File: src/rtl/core/calendar_second_counter_assert.svh
// assertion macros shared by the calendar second counter rtl
`ifndef CALENDAR_SECOND_COUNTER_ASSERT_SVH
`define CALENDAR_SECOND_COUNTER_ASSERT_SVH

// same-cycle implication, disabled while reset is asserted
`define CSC_ASSERT_IMP(label, clk, rst_n, ante, cons, msg) \
  label: assert property (@(posedge clk) disable iff (!rst_n) (ante) |-> (cons)) \
    else $error(msg);

// next-cycle implication, disabled while reset is asserted
`define CSC_ASSERT_NXT(label, clk, rst_n, ante, cons, msg) \
  label: assert property (@(posedge clk) disable iff (!rst_n) (ante) |=> (cons)) \
    else $error(msg);

`endif

File: src/rtl/core/cscnt_pkg.sv
// types, constants and calendar helpers for the calendar second counter
`timescale 1ns / 1ps
`default_nettype none

package cscnt_pkg;

  localparam int unsigned YearW = 14;
  localparam int unsigned MonthW = 4;
  localparam int unsigned DayW = 5;
  localparam int unsigned HourW = 5;
  localparam int unsigned MinW = 6;
  localparam int unsigned SecW = 6;
  localparam int unsigned CfgIdxW = 3;
  localparam int unsigned CfgDataW = 14;

  typedef struct packed {
    logic [YearW-1:0]  year;
    logic [MonthW-1:0] month;
    logic [DayW-1:0]   day;
    logic [HourW-1:0]  hour;
    logic [MinW-1:0]   minute;
    logic [SecW-1:0]   second;
  } time_t;

  localparam int unsigned TimeW = $bits(time_t);

  typedef enum logic {
    OpAdvance = 1'b0,
    OpLoad    = 1'b1
  } op_e;

  typedef enum logic [1:0] {
    OrdLess    = 2'd0,
    OrdEqual   = 2'd1,
    OrdGreater = 2'd2
  } order_e;

  typedef enum logic [CfgIdxW-1:0] {
    CfgRefYear   = 3'd0,
    CfgRefMonth  = 3'd1,
    CfgRefDay    = 3'd2,
    CfgRefHour   = 3'd3,
    CfgRefMinute = 3'd4,
    CfgRefSecond = 3'd5
  } cfg_idx_e;

  localparam logic [SecW-1:0]   SecLast   = 6'd59;
  localparam logic [MinW-1:0]   MinLast   = 6'd59;
  localparam logic [HourW-1:0]  HourLast  = 5'd23;
  localparam logic [MonthW-1:0] MonthLast = 4'd12;
  localparam logic [MonthW-1:0] MonthFeb  = 4'd2;
  localparam logic [YearW-1:0]  YearLast  = 14'd9999;

  localparam logic [DayW-1:0] DaysUnknown = 5'd31;
  localparam logic [DayW-1:0] DaysFebLeap = 5'd29;

  localparam logic [DayW-1:0] MonthLen [12] = '{
    5'd31, 5'd28, 5'd31, 5'd30, 5'd31, 5'd30,
    5'd31, 5'd31, 5'd30, 5'd31, 5'd30, 5'd31
  };

  // divisibility by 25: multiply by the inverse of 25 mod 2^14, then range check
  localparam logic [YearW-1:0] Inv25    = 14'd7209;
  localparam logic [YearW-1:0] Div25Max = 14'd655;

  localparam time_t TimeReset = '{
    year: '0, month: 4'd1, day: 5'd1, hour: '0, minute: '0, second: '0
  };

  // gregorian rule: by 4 and not by 100, or by 400 (100 = 4*25, 400 = 16*25)
  function automatic logic is_leap(logic [YearW-1:0] y);
    logic [2*YearW-1:0] prod;
    logic div25;
    prod  = (2*YearW)'(y) * (2*YearW)'(Inv25);
    div25 = (prod[YearW-1:0] <= Div25Max);
    return (y[1:0] == 2'b00) && (!div25 || (y[3:0] == 4'b0000));
  endfunction

  function automatic logic [DayW-1:0] days_in(logic [YearW-1:0] y,
                                               logic [MonthW-1:0] m);
    logic [DayW-1:0] d;
    if ((m == '0) || (m > MonthLast)) begin
      d = DaysUnknown;
    end else if ((m == MonthFeb) && is_leap(y)) begin
      d = DaysFebLeap;
    end else begin
      d = MonthLen[m - 4'd1];
    end
    return d;
  endfunction

endpackage

`default_nettype wire

File: src/rtl/core/cscnt_next.sv
// next-time logic: one-second advance with cascaded rollover, or load
`timescale 1ns / 1ps
`default_nettype none

module cscnt_next
  import cscnt_pkg::*;
(
  input  time_t cur_i,
  input  op_e   op_i,
  input  time_t load_i,
  output time_t nxt_o
);

  logic [DayW-1:0] dim;

  assign dim = days_in(cur_i.year, cur_i.month);

  always_comb begin
    nxt_o = cur_i;
    if (op_i == OpLoad) begin
      nxt_o = load_i;
    end else if (cur_i.second < SecLast) begin
      nxt_o.second = cur_i.second + 6'd1;
    end else begin
      nxt_o.second = '0;
      if (cur_i.minute < MinLast) begin
        nxt_o.minute = cur_i.minute + 6'd1;
      end else begin
        nxt_o.minute = '0;
        if (cur_i.hour < HourLast) begin
          nxt_o.hour = cur_i.hour + 5'd1;
        end else begin
          nxt_o.hour = '0;
          if (cur_i.day < dim) begin
            nxt_o.day = cur_i.day + 5'd1;
          end else begin
            nxt_o.day = 5'd1;
            // month 0 steps to 1 without a year carry
            if (cur_i.month == '0) begin
              nxt_o.month = 4'd1;
            end else if (cur_i.month < MonthLast) begin
              nxt_o.month = cur_i.month + 4'd1;
            end else begin
              nxt_o.month = 4'd1;
              nxt_o.year  = (cur_i.year >= YearLast) ? '0 : cur_i.year + 14'd1;
            end
          end
        end
      end
    end
  end

endmodule

`default_nettype wire

File: src/rtl/core/cscnt_skid.sv
// two-entry output buffer: output register plus one skid register
`timescale 1ns / 1ps
`default_nettype none

`include "calendar_second_counter_assert.svh"

module cscnt_skid
  import cscnt_pkg::*;
(
  input  logic  clk_i,
  input  logic  rst_ni,
  input  logic  in_valid_i,
  output logic  in_ready_o,
  input  time_t in_data_i,
  output logic  out_valid_o,
  input  logic  out_ready_i,
  output time_t out_data_o
);

  logic  out_valid_q, skid_valid_q;
  time_t out_q, skid_q;
  logic  push, pop;

  assign in_ready_o = !skid_valid_q;
  assign push       = in_valid_i && !skid_valid_q;
  assign pop        = out_valid_q && out_ready_i;

  always_ff @(posedge clk_i or negedge rst_ni) begin
    if (!rst_ni) begin
      out_valid_q  <= 1'b0;
      skid_valid_q <= 1'b0;
    end else if (skid_valid_q) begin
      if (pop) begin
        out_valid_q  <= 1'b1;
        skid_valid_q <= 1'b0;
      end
    end else if (push) begin
      if (!out_valid_q || pop) begin
        out_valid_q <= 1'b1;
      end else begin
        skid_valid_q <= 1'b1;
      end
    end else if (pop) begin
      out_valid_q <= 1'b0;
    end
  end

  always_ff @(posedge clk_i) begin
    if (skid_valid_q) begin
      if (pop) begin
        out_q <= skid_q;
      end
    end else if (push) begin
      if (!out_valid_q || pop) begin
        out_q <= in_data_i;
      end else begin
        skid_q <= in_data_i;
      end
    end
  end

  assign out_valid_o = out_valid_q;
  assign out_data_o  = out_q;

  `CSC_ASSERT_IMP(a_skid_needs_out, clk_i, rst_ni, skid_valid_q, out_valid_q, "skid full while output empty")

endmodule

`default_nettype wire

File: src/rtl/core/calendar_second_counter.sv
// top level of the calendar second counter with reference-time ordering
`timescale 1ns / 1ps
`default_nettype none

// calendar second counter: keeps year, month, day, hour, minute and second.
// an advance beat (opcode 0) adds one second with cascaded rollover through
// minute, hour, day (month length, 29-day february in gregorian leap years),
// month and year (9999 wraps to 0); a load beat (opcode 1) sets all six
// fields as given, unchecked. every input beat yields exactly one output beat
// with the time after that beat and its order against the reference time in
// the config registers: 0 earlier, 1 equal, 2 later. one input beat per cycle
// is taken while the output buffer has room; each result is registered there. the
// rollover cascade sits between the time register and the output buffer, and
// a two-entry output buffer lets input keep flowing for one beat while the
// output side stalls. the order is compared on the buffered time against the
// reference registers, so reference writes are to be made only while idle.
// config: write cfg_we_i with cfg_idx_i 0..5 (year, month, day, hour, minute,
// second); other indexes are ignored. no clearing pass after reset.

`include "calendar_second_counter_assert.svh"

module calendar_second_counter
  import cscnt_pkg::*;
(
  input  logic                 clk_i,
  input  logic                 rst_ni,
  // config write port
  input  logic                 cfg_we_i,
  input  logic [CfgIdxW-1:0]   cfg_idx_i,
  input  logic [CfgDataW-1:0]  cfg_wdata_i,
  // input channel
  input  logic                 in_valid_i,
  output logic                 in_ready_o,
  input  logic                 opcode_i,
  input  logic [YearW-1:0]     load_year_i,
  input  logic [MonthW-1:0]    load_month_i,
  input  logic [DayW-1:0]      load_day_i,
  input  logic [HourW-1:0]     load_hour_i,
  input  logic [MinW-1:0]      load_minute_i,
  input  logic [SecW-1:0]      load_second_i,
  // output channel
  output logic                 out_valid_o,
  input  logic                 out_ready_i,
  output logic [YearW-1:0]     out_year_o,
  output logic [MonthW-1:0]    out_month_o,
  output logic [DayW-1:0]      out_day_o,
  output logic [HourW-1:0]     out_hour_o,
  output logic [MinW-1:0]      out_minute_o,
  output logic [SecW-1:0]      out_second_o,
  output logic [1:0]           order_o
);

  time_t  cur_q;     // running time
  time_t  ref_q;     // reference time from config
  time_t  load_time;
  time_t  nxt_time;
  time_t  out_time;
  logic   accept;
  order_e order;

  // ---------------------------------------------------------------------------
  // reference registers
  // ---------------------------------------------------------------------------
  always_ff @(posedge clk_i or negedge rst_ni) begin
    if (!rst_ni) begin
      ref_q <= TimeReset;
    end else if (cfg_we_i) begin
      case (cfg_idx_e'(cfg_idx_i))
        CfgRefYear:   ref_q.year   <= cfg_wdata_i[YearW-1:0];
        CfgRefMonth:  ref_q.month  <= cfg_wdata_i[MonthW-1:0];
        CfgRefDay:    ref_q.day    <= cfg_wdata_i[DayW-1:0];
        CfgRefHour:   ref_q.hour   <= cfg_wdata_i[HourW-1:0];
        CfgRefMinute: ref_q.minute <= cfg_wdata_i[MinW-1:0];
        CfgRefSecond: ref_q.second <= cfg_wdata_i[SecW-1:0];
        default: ; // unknown index, write dropped
      endcase
    end
  end

  // ---------------------------------------------------------------------------
  // time register and next-time logic
  // ---------------------------------------------------------------------------
  assign load_time = '{
    year:   load_year_i,
    month:  load_month_i,
    day:    load_day_i,
    hour:   load_hour_i,
    minute: load_minute_i,
    second: load_second_i
  };

  assign accept = in_valid_i && in_ready_o;

  cscnt_next u_next (
    .cur_i  (cur_q),
    .op_i   (op_e'(opcode_i)),
    .load_i (load_time),
    .nxt_o  (nxt_time)
  );

  always_ff @(posedge clk_i or negedge rst_ni) begin
    if (!rst_ni) begin
      cur_q <= TimeReset;
    end else if (accept) begin
      cur_q <= nxt_time;
    end
  end

  // ---------------------------------------------------------------------------
  // output buffer; the new time is written here at the same edge it is stored
  // ---------------------------------------------------------------------------
  cscnt_skid u_skid (
    .clk_i       (clk_i),
    .rst_ni      (rst_ni),
    .in_valid_i  (in_valid_i),
    .in_ready_o  (in_ready_o),
    .in_data_i   (nxt_time),
    .out_valid_o (out_valid_o),
    .out_ready_i (out_ready_i),
    .out_data_o  (out_time)
  );

  // lexicographic order equals an unsigned compare of the packed fields
  always_comb begin
    if (TimeW'(out_time) < TimeW'(ref_q)) begin
      order = OrdLess;
    end else if (out_time == ref_q) begin
      order = OrdEqual;
    end else begin
      order = OrdGreater;
    end
  end

  assign out_year_o   = out_time.year;
  assign out_month_o  = out_time.month;
  assign out_day_o    = out_time.day;
  assign out_hour_o   = out_time.hour;
  assign out_minute_o = out_time.minute;
  assign out_second_o = out_time.second;
  assign order_o      = order;

  // ---------------------------------------------------------------------------
  // assertions
  // ---------------------------------------------------------------------------
  `CSC_ASSERT_NXT(a_load_takes, clk_i, rst_ni, accept && (opcode_i == OpLoad), (cur_q.year == $past(load_year_i)) && (cur_q.second == $past(load_second_i)), "load beat not stored")
  `CSC_ASSERT_NXT(a_tick_sec, clk_i, rst_ni, accept && (opcode_i == OpAdvance) && (cur_q.second < SecLast), (cur_q.second == $past(cur_q.second) + 6'd1) && (cur_q.minute == $past(cur_q.minute)), "plain tick did not step the second alone")

endmodule

`default_nettype wire
File: config.mk
export PLATFORM = sky130hd
export DESIGN_NAME = calendar_second_counter
export DESIGN_NICKNAME = d
export VERILOG_FILES = /design/src/rtl/core/cscnt_pkg.sv /design/src/rtl/core/cscnt_next.sv /design/src/rtl/core/cscnt_skid.sv /design/src/rtl/core/calendar_second_counter.sv
export VERILOG_INCLUDE_DIRS = /design/src /design/src/rtl/core
export SDC_FILE = /design/constraint.sdc
export NUM_CORES = 1
export LEC_CHECK = 0
export ABC_AREA = 1
export BUFFER_PORTS_ARGS = -buffer_cell sky130_fd_sc_hd__buf_2
export CORE_UTILIZATION = 60
export CTS_BUF_LIST = sky130_fd_sc_hd__clkbuf_8 sky130_fd_sc_hd__clkbuf_16
export DETAILED_ROUTE_END_ITERATION = 6
export GPL_TIMING_DRIVEN = 0
export PLACE_DENSITY = 0.91
export SYNTH_ARGS = -nofsm -noshare
export SYNTH_HDL_FRONTEND = slang
export SYNTH_SLANG_ARGS = --single-unit
File: constraint.sdc
create_clock -name clk_i -period 12 [get_ports clk_i]
set_input_delay 0.6 -clock clk_i [delete_from_list [all_inputs] [get_ports clk_i]]
set_output_delay 0.6 -clock clk_i [all_outputs]
set_load 0.01 [all_outputs]
# == Word-level counts from Yosys, hierarchy flattened ==
# Memory sizes are Yosys's and may differ from the RTL's.
# Cells that the tools add are included.
# word_totals
register_bits,162
rom_bits,80
input_bits,63
out_inout_bits,44
mem_count,1
# mem_list
memory,depth,word_bits,read_ports,rd_ports_with_merged_regs,write_ports,line_no,text
(name not given),16,5,1,0,0,cscnt_pkg.sv:87,d = MonthLen[m - 4'd1];
# op_classes
addsub,7
multipliers,1
order_cmp,10
eq_ne,9
muxes,33
n_bitwise,3
reduce_logical,26
# op_table
operator,count
40-bit 2-to-1 mux,5
14-bit 2-to-1 mux,3
40-bit equality test,1
40-bit < comparator,1
34-bit 2-to-1 mux,1
5-bit 2-to-1 mux,6
28-bit 2-to-1 mux,1
23-bit 2-to-1 mux,1
18-bit 2-to-1 mux,1
14-bit by 1-bit adder with 14-bit output (second input constant),1
14-bit greater-or-equal comparator (second input constant),1
14-bit by 10-bit less-or-equal comparator with 1-bit output (second input constant),1
14-bit by 13-bit multiplier with 14-bit output (second input constant),1
6-bit by 1-bit adder with 6-bit output (second input constant),2
6-bit < comparator (second input constant),2
6-bit 2-to-1 mux,2
2-bit AND reduction,6
5-bit by 1-bit adder with 5-bit output (second input constant),2
1-bit 2-to-1 mux,9
3-bit AND reduction,3
4-bit zero test,2
4-bit 2-to-1 mux,2
3-bit by 2-bit equality test with 1-bit output (second input constant),2
3-bit equality test (second input constant),2
20 further kinds,31

# == Depth between registers and ports, before layout ==
# depth
word_depth,17
mapped_depth,33

# == Cells and area by module ==
# From an unflattened synthesis, not the netlist that was laid out.
# unflattened
cells_unflattened,1169
area_unflattened_um2,10223.6
# modules_own_cells
mod,n_inst,cells_per_inst,area_each_um2,seq_area_each_um2
calendar_second_counter,1,427,4097.7,2006.9
cscnt_skid,1,227,3128.0,2452.4
cscnt_next,1,515,2997.9,0.0

# == Worst setup path before layout ==
# Ideal clock, no wire load.
# synth_timing
kind,register to register
start,register cur_q[26] in the netlist's numbering
end,"register u_skid.skid_q[24] in the netlist's numbering, data pin"
setup_ps,255
t_arrival_ps,4699
t_required_ps,11745
setup_slack_ps,7046
path_stages_with_launch,27
period_less_slack_ps,4954
path_cell_list,dfrtp_1 fa_1 ha_1 ha_1 inv_1 fa_1 fa_1 inv_1 ha_1 a21oi_1 o21ai_0 a31oi_1 nand3_1 nand2_1 nand2_1 nand2_1 a21oi_1 ha_1 nand2_1 nor2_1 nand2_2 nand2_4 nand2_4 buf_6 a21oi_1 o21ai_1 and2_1
# synth_rtl
item,line_no,text
start: declaration,calendar_second_counter.sv:53,time_t cur_q;
start signal: assignment,calendar_second_counter.sv:103,cur_q <= TimeReset;
start signal: assignment,calendar_second_counter.sv:105,cur_q <= nxt_time;
end signal: assignment,cscnt_skid.sv:57,skid_q <= in_data_i;
end: declaration,cscnt_skid.sv:21,"time_t out_q, skid_q;"

# == Worst setup path after layout ==
# layout_timing
start,register cur_q[26] in the netlist's numbering
end,"register u_skid.out_q, in the netlist u_skid.out_data_o[21], data pin"
# layout_via
elab_chain_cells,17
word_cells_on_any_way,19
classes_between,mul (1); order compare (2); mux (10); reduce/logical (6)
# layout_rtl
item,line_no,text
14-bit by 13-bit multiplier with 14-bit output,cscnt_pkg.sv:74,prod = (2*YearW)'(y) * (2*YearW)'(Inv25);
14-bit by 10-bit less-or-equal comparator with 1-bit output,cscnt_pkg.sv:75,div25 = (prod[YearW-1:0] <= Div25Max);
1-bit zero test,cscnt_pkg.sv:76,return (y[1:0] == 2'b00) && (!div25 || (y[3:0] == 4'b0000));
1-bit logical OR,cscnt_pkg.sv:76,
1-bit logical AND (*),cscnt_pkg.sv:76,
1-bit logical AND (*),cscnt_pkg.sv:84,end else if ((m == MonthFeb) && is_leap(y)) begin
5-bit 2-to-1 mux (*),cscnt_pkg.sv:84,
5-bit 2-to-1 mux (*),cscnt_pkg.sv:82,if ((m == '0) || (m > MonthLast)) begin
5-bit < comparator (*),cscnt_next.sv:34,if (cur_i.day < dim) begin
5-bit 2-to-1 mux (*),cscnt_next.sv:34,
23-bit 2-to-1 mux (*),cscnt_next.sv:30,if (cur_i.hour < HourLast) begin
28-bit 2-to-1 mux (*),cscnt_next.sv:26,if (cur_i.minute < MinLast) begin
34-bit 2-to-1 mux (*),cscnt_next.sv:22,end else if (cur_i.second < SecLast) begin
40-bit 2-to-1 mux (*),cscnt_next.sv:20,if (op_i == OpLoad) begin
40-bit 2-to-1 mux (*),cscnt_skid.sv:54,if (!out_valid_q || pop) begin
40-bit 2-to-1 mux (*),cscnt_skid.sv:53,end else if (push) begin
40-bit 2-to-1 mux (*),cscnt_skid.sv:49,if (skid_valid_q) begin
end signal: assignment,cscnt_skid.sv:51,out_q <= skid_q;
end signal: assignment,cscnt_skid.sv:55,out_q <= in_data_i;
end: declaration,cscnt_skid.sv:21,
# Mark *: on every way between the ends. The rest lies on a longest branch, timed or not. The select of a mux whose other input is x is not followed.
# A chain may end at the register's enable or synchronous reset.

==> reports/qor.txt <==
Initial antenna violation count: 0
Final setup violation count: 0
Max Slew Vio Count: 0
Worst path arrival time: 5.81 ns
Die H: 131 µm
Register area: 4460 µm²
Io pins: 107
CTS Hold Bufs: 0
Router iterations before antenna repair: 6
Leak pwr: 5.74 nW
Clk_skew: 0.0112 ns
Number of synthesized flops with an enable pin: 80
Fin Hold WS: 0.0372 ns
Vias in the first global route: 8928
DRC: 0
Reg power frac: 0.280
Yosys Warn Count: 0
Final Cell Area: 11500 µm²
MaxCap Viol Count: 0
# rows: 46
Post-Syn Area per Cell: 8.31 µm²
Layout cells sized above 1: 0.137
Synthesized flop and latch total: 162
Routed vias/inst: 5.84
Hold WC Path Type: input pin to async pin
Worst-path fanout max: 10
Synth-to-layout area growth: 14.8%
Die Wd: 131 µm
RSZ-0062 raised after global routing: no
Setup_tns: 0 ns
Fill cells: 1116
Cell variety after synth: 49
Nets: 1495
NetSw: 1.62 mW
Outcome: finished clean
Max_slew headroom: 0.335
# H-tree levels: 4
Most common cell after layout, fill and taps aside: nand2_1
Largest net degree at the start of global routing: 65
Startpoint types: register
Postcts setup bufs: 0
Congestion Overflow GR: 0
DP Area: 10900 µm²
Mapped Cells: 1207
Final count of hold timing violations: 0
Ant. Diodes: 0
Clock slew at reported path FFs: 0.07 ns
Num CTS Buffers: 17
Total track usage: 0.320
Most frequent cells in the layout: nand2_1 (344), inv_1 (188), buf_2 (108)
Fin crit share: 0.470
Die Area: 17200 µm²
Tightest Pin Transition: 0.995 ns
Resize count post-CTS: 0
CP Data Required Time: 12.16 ns
Area of the multi-input gates: 4680 µm²
Reg2reg setup slack: 6.35 ns
Register area share after synthesis: 0.445
Setup CP Type: register to register
Worst vdd ir: 0.349 mV
Maximum clock path buffer count: 2
Logic gate share of total power: 0.556
Iter 0 DRT Violations: 1083
Initial Util: 0.622
Final ANT Viol Nets: 0
Internal power: 1.91 mW
Main flop type after synthesis: edfxtp_1
Fmax: 177 MHz
First-pass GRT wire length: 43300 µm
Drt wl/cell: 16.9 µm
CP endpoint kind: register
Final Total Pwr: 3.52 mW
HPWL after detailed placement: 19700 µm
Clock power frac: 0.165
Async SR Flop Fraction: 0.506
Final Util: 0.715
Pwr per Cell Area: 306 nW/µm²
Final Critical Period: 5.65 ns
I/O Buffers: 105
Final WL: 26400 µm
Gpl congestion: 0.951
Worst-Skew Late Latency: 0.44 ns
Core ar.: 16100 µm²
Root Buffer: clkbuf_16
Clock sinks: 162
Via count: 9127
Synthesized cell area: 10000 µm²
CTS tree: done
Sw Ratio: 0.459
Syn Nets: 1369
-- metrics by stage --
stage / worst slack, ns / instances
4_1_cts: 6.37 / 1562
3_3_place_gp: 6.59 / 1528
6_report: 6.35 / 1562
2_1_floorplan: 7.05 / 1207
5_1_grt: 6.00 / 1562
3_5_place_dp: 6.43 / 1530
-- final timing paths --
check	depth (start not counted)	endpoint	start
setup reg to reg	25	u_skid.out_data_o[21]$_DFFE_PP_	cur_q[26]$_DFFE_PN0P_
max in group asynchronous	2	ref_q[22]$_DFFE_PN1P_	rst_ni
setup / recovery	25	u_skid.out_data_o[21]$_DFFE_PP_	cur_q[26]$_DFFE_PN0P_
min in group clk_i	3	ref_q[37]$_DFFE_PN0P_	cfg_wdata_i[11]
hold / removal	1	cur_q[31]$_DFFE_PN0P_	rst_ni
hold reg to reg	2	ref_q[25]$_DFFE_PN0P_	ref_q[25]$_DFFE_PN0P_
-- cells by family (layout without fill, tap and decap cells) --
kind of cell / count (synthesis) / after routing / share of synthesized area
fa+ha+maj: 99 / 99 / 0.132
buf+inv: 229 / 368 / 0.0900
xor+xnor: 10 / 10 / 0.00873
flops: 162 / 162 / 0.445
compound gates: 173 / 173 / 0.0972
simple gates: 534 / 534 / 0.228
-- worst max-delay path, cell delays in order, from the launching register on --
cell	delay, ns
dfrtp_1	0.63
fa_1	0.48
ha_1	0.29
ha_1	0.28
inv_1	0.06
fa_1	0.51
fa_1	0.55
inv_1	0.04
ha_1	0.34
a21oi_1	0.16
o21ai_0	0.10
a31oi_1	0.20
nand3_1	0.10
nand2_1	0.07
nand2_1	0.05
nand2_1	0.08
a21oi_1	0.07
ha_1	0.29
nand2_1	0.05
nor2_1	0.11
nand2_2	0.08
nand2_4	0.11
nand2_4	0.08
buf_6	0.16
a22oi_1	0.32
o21ai_0	0.16
-- power groups by stage --
stage                     Clock (mW)  Combinational [mW]  Sequential, mW
after floorplan                    0                1.42           0.959
after global placement             0                1.80           0.977
after detailed placement           0                1.92           0.981
after CTS                      0.579                1.95           0.976
after global routing           0.602                2.26            1.00
final                          0.580                1.96           0.986
-- metal layers --
layer	part of all wire	vias to the layer above	track usage
li1	-	4214	-
met1	0.37	4172	0.377
met2	0.48	596	0.543
met3	0.091	145	0.0594
met4	0.060	0	0.198
met5	0	-	0
-- registers in the layout, indices dropped and copies added (netlist names) --
signal,flops
u_skid.skid_valid_q,1
u_skid.out_valid_o,1
cur_q,40
ref_q,40
u_skid.out_data_o,40
u_skid.skid_q,40
-- cells in the mapped netlist (all sizes together), types with 11 or more instances --
| library cell | instances | area share |
|---|---|---|
| nand2 | 349 | 0.13 |
| ha | 88 | 0.11 |
| nand3 | 70 | 0.035 |
| a21oi | 46 | 0.023 |
| nor2 | 51 | 0.021 |
| dfrtp | 78 | 0.19 |
| inv | 188 | 0.070 |
| or2 | 16 | 0.010 |
| clkbuf | 27 | 0.010 |
| fa | 11 | 0.022 |
| edfxtp | 80 | 0.24 |
| buf | 11 | 0.0084 |
| nand4 | 26 | 0.016 |
| o21ai | 94 | 0.049 |
-- layout make-up --
| class | count | share of cell area |
|---|---|---|
| tap | 216 | 0.0235 |
| inverter | 191 | 0.0622 |
| multi-input combinational | 816 | 0.407 |
| sequential | 162 | 0.387 |
| buffer | 38 | 0.0161 |
| timing repair buffer | 107 | 0.0500 |
| clock buffer | 18 | 0.0381 |
| clock inverter | 14 | 0.0164 |
Note: power is estimated with default switching activity, not from simulation.
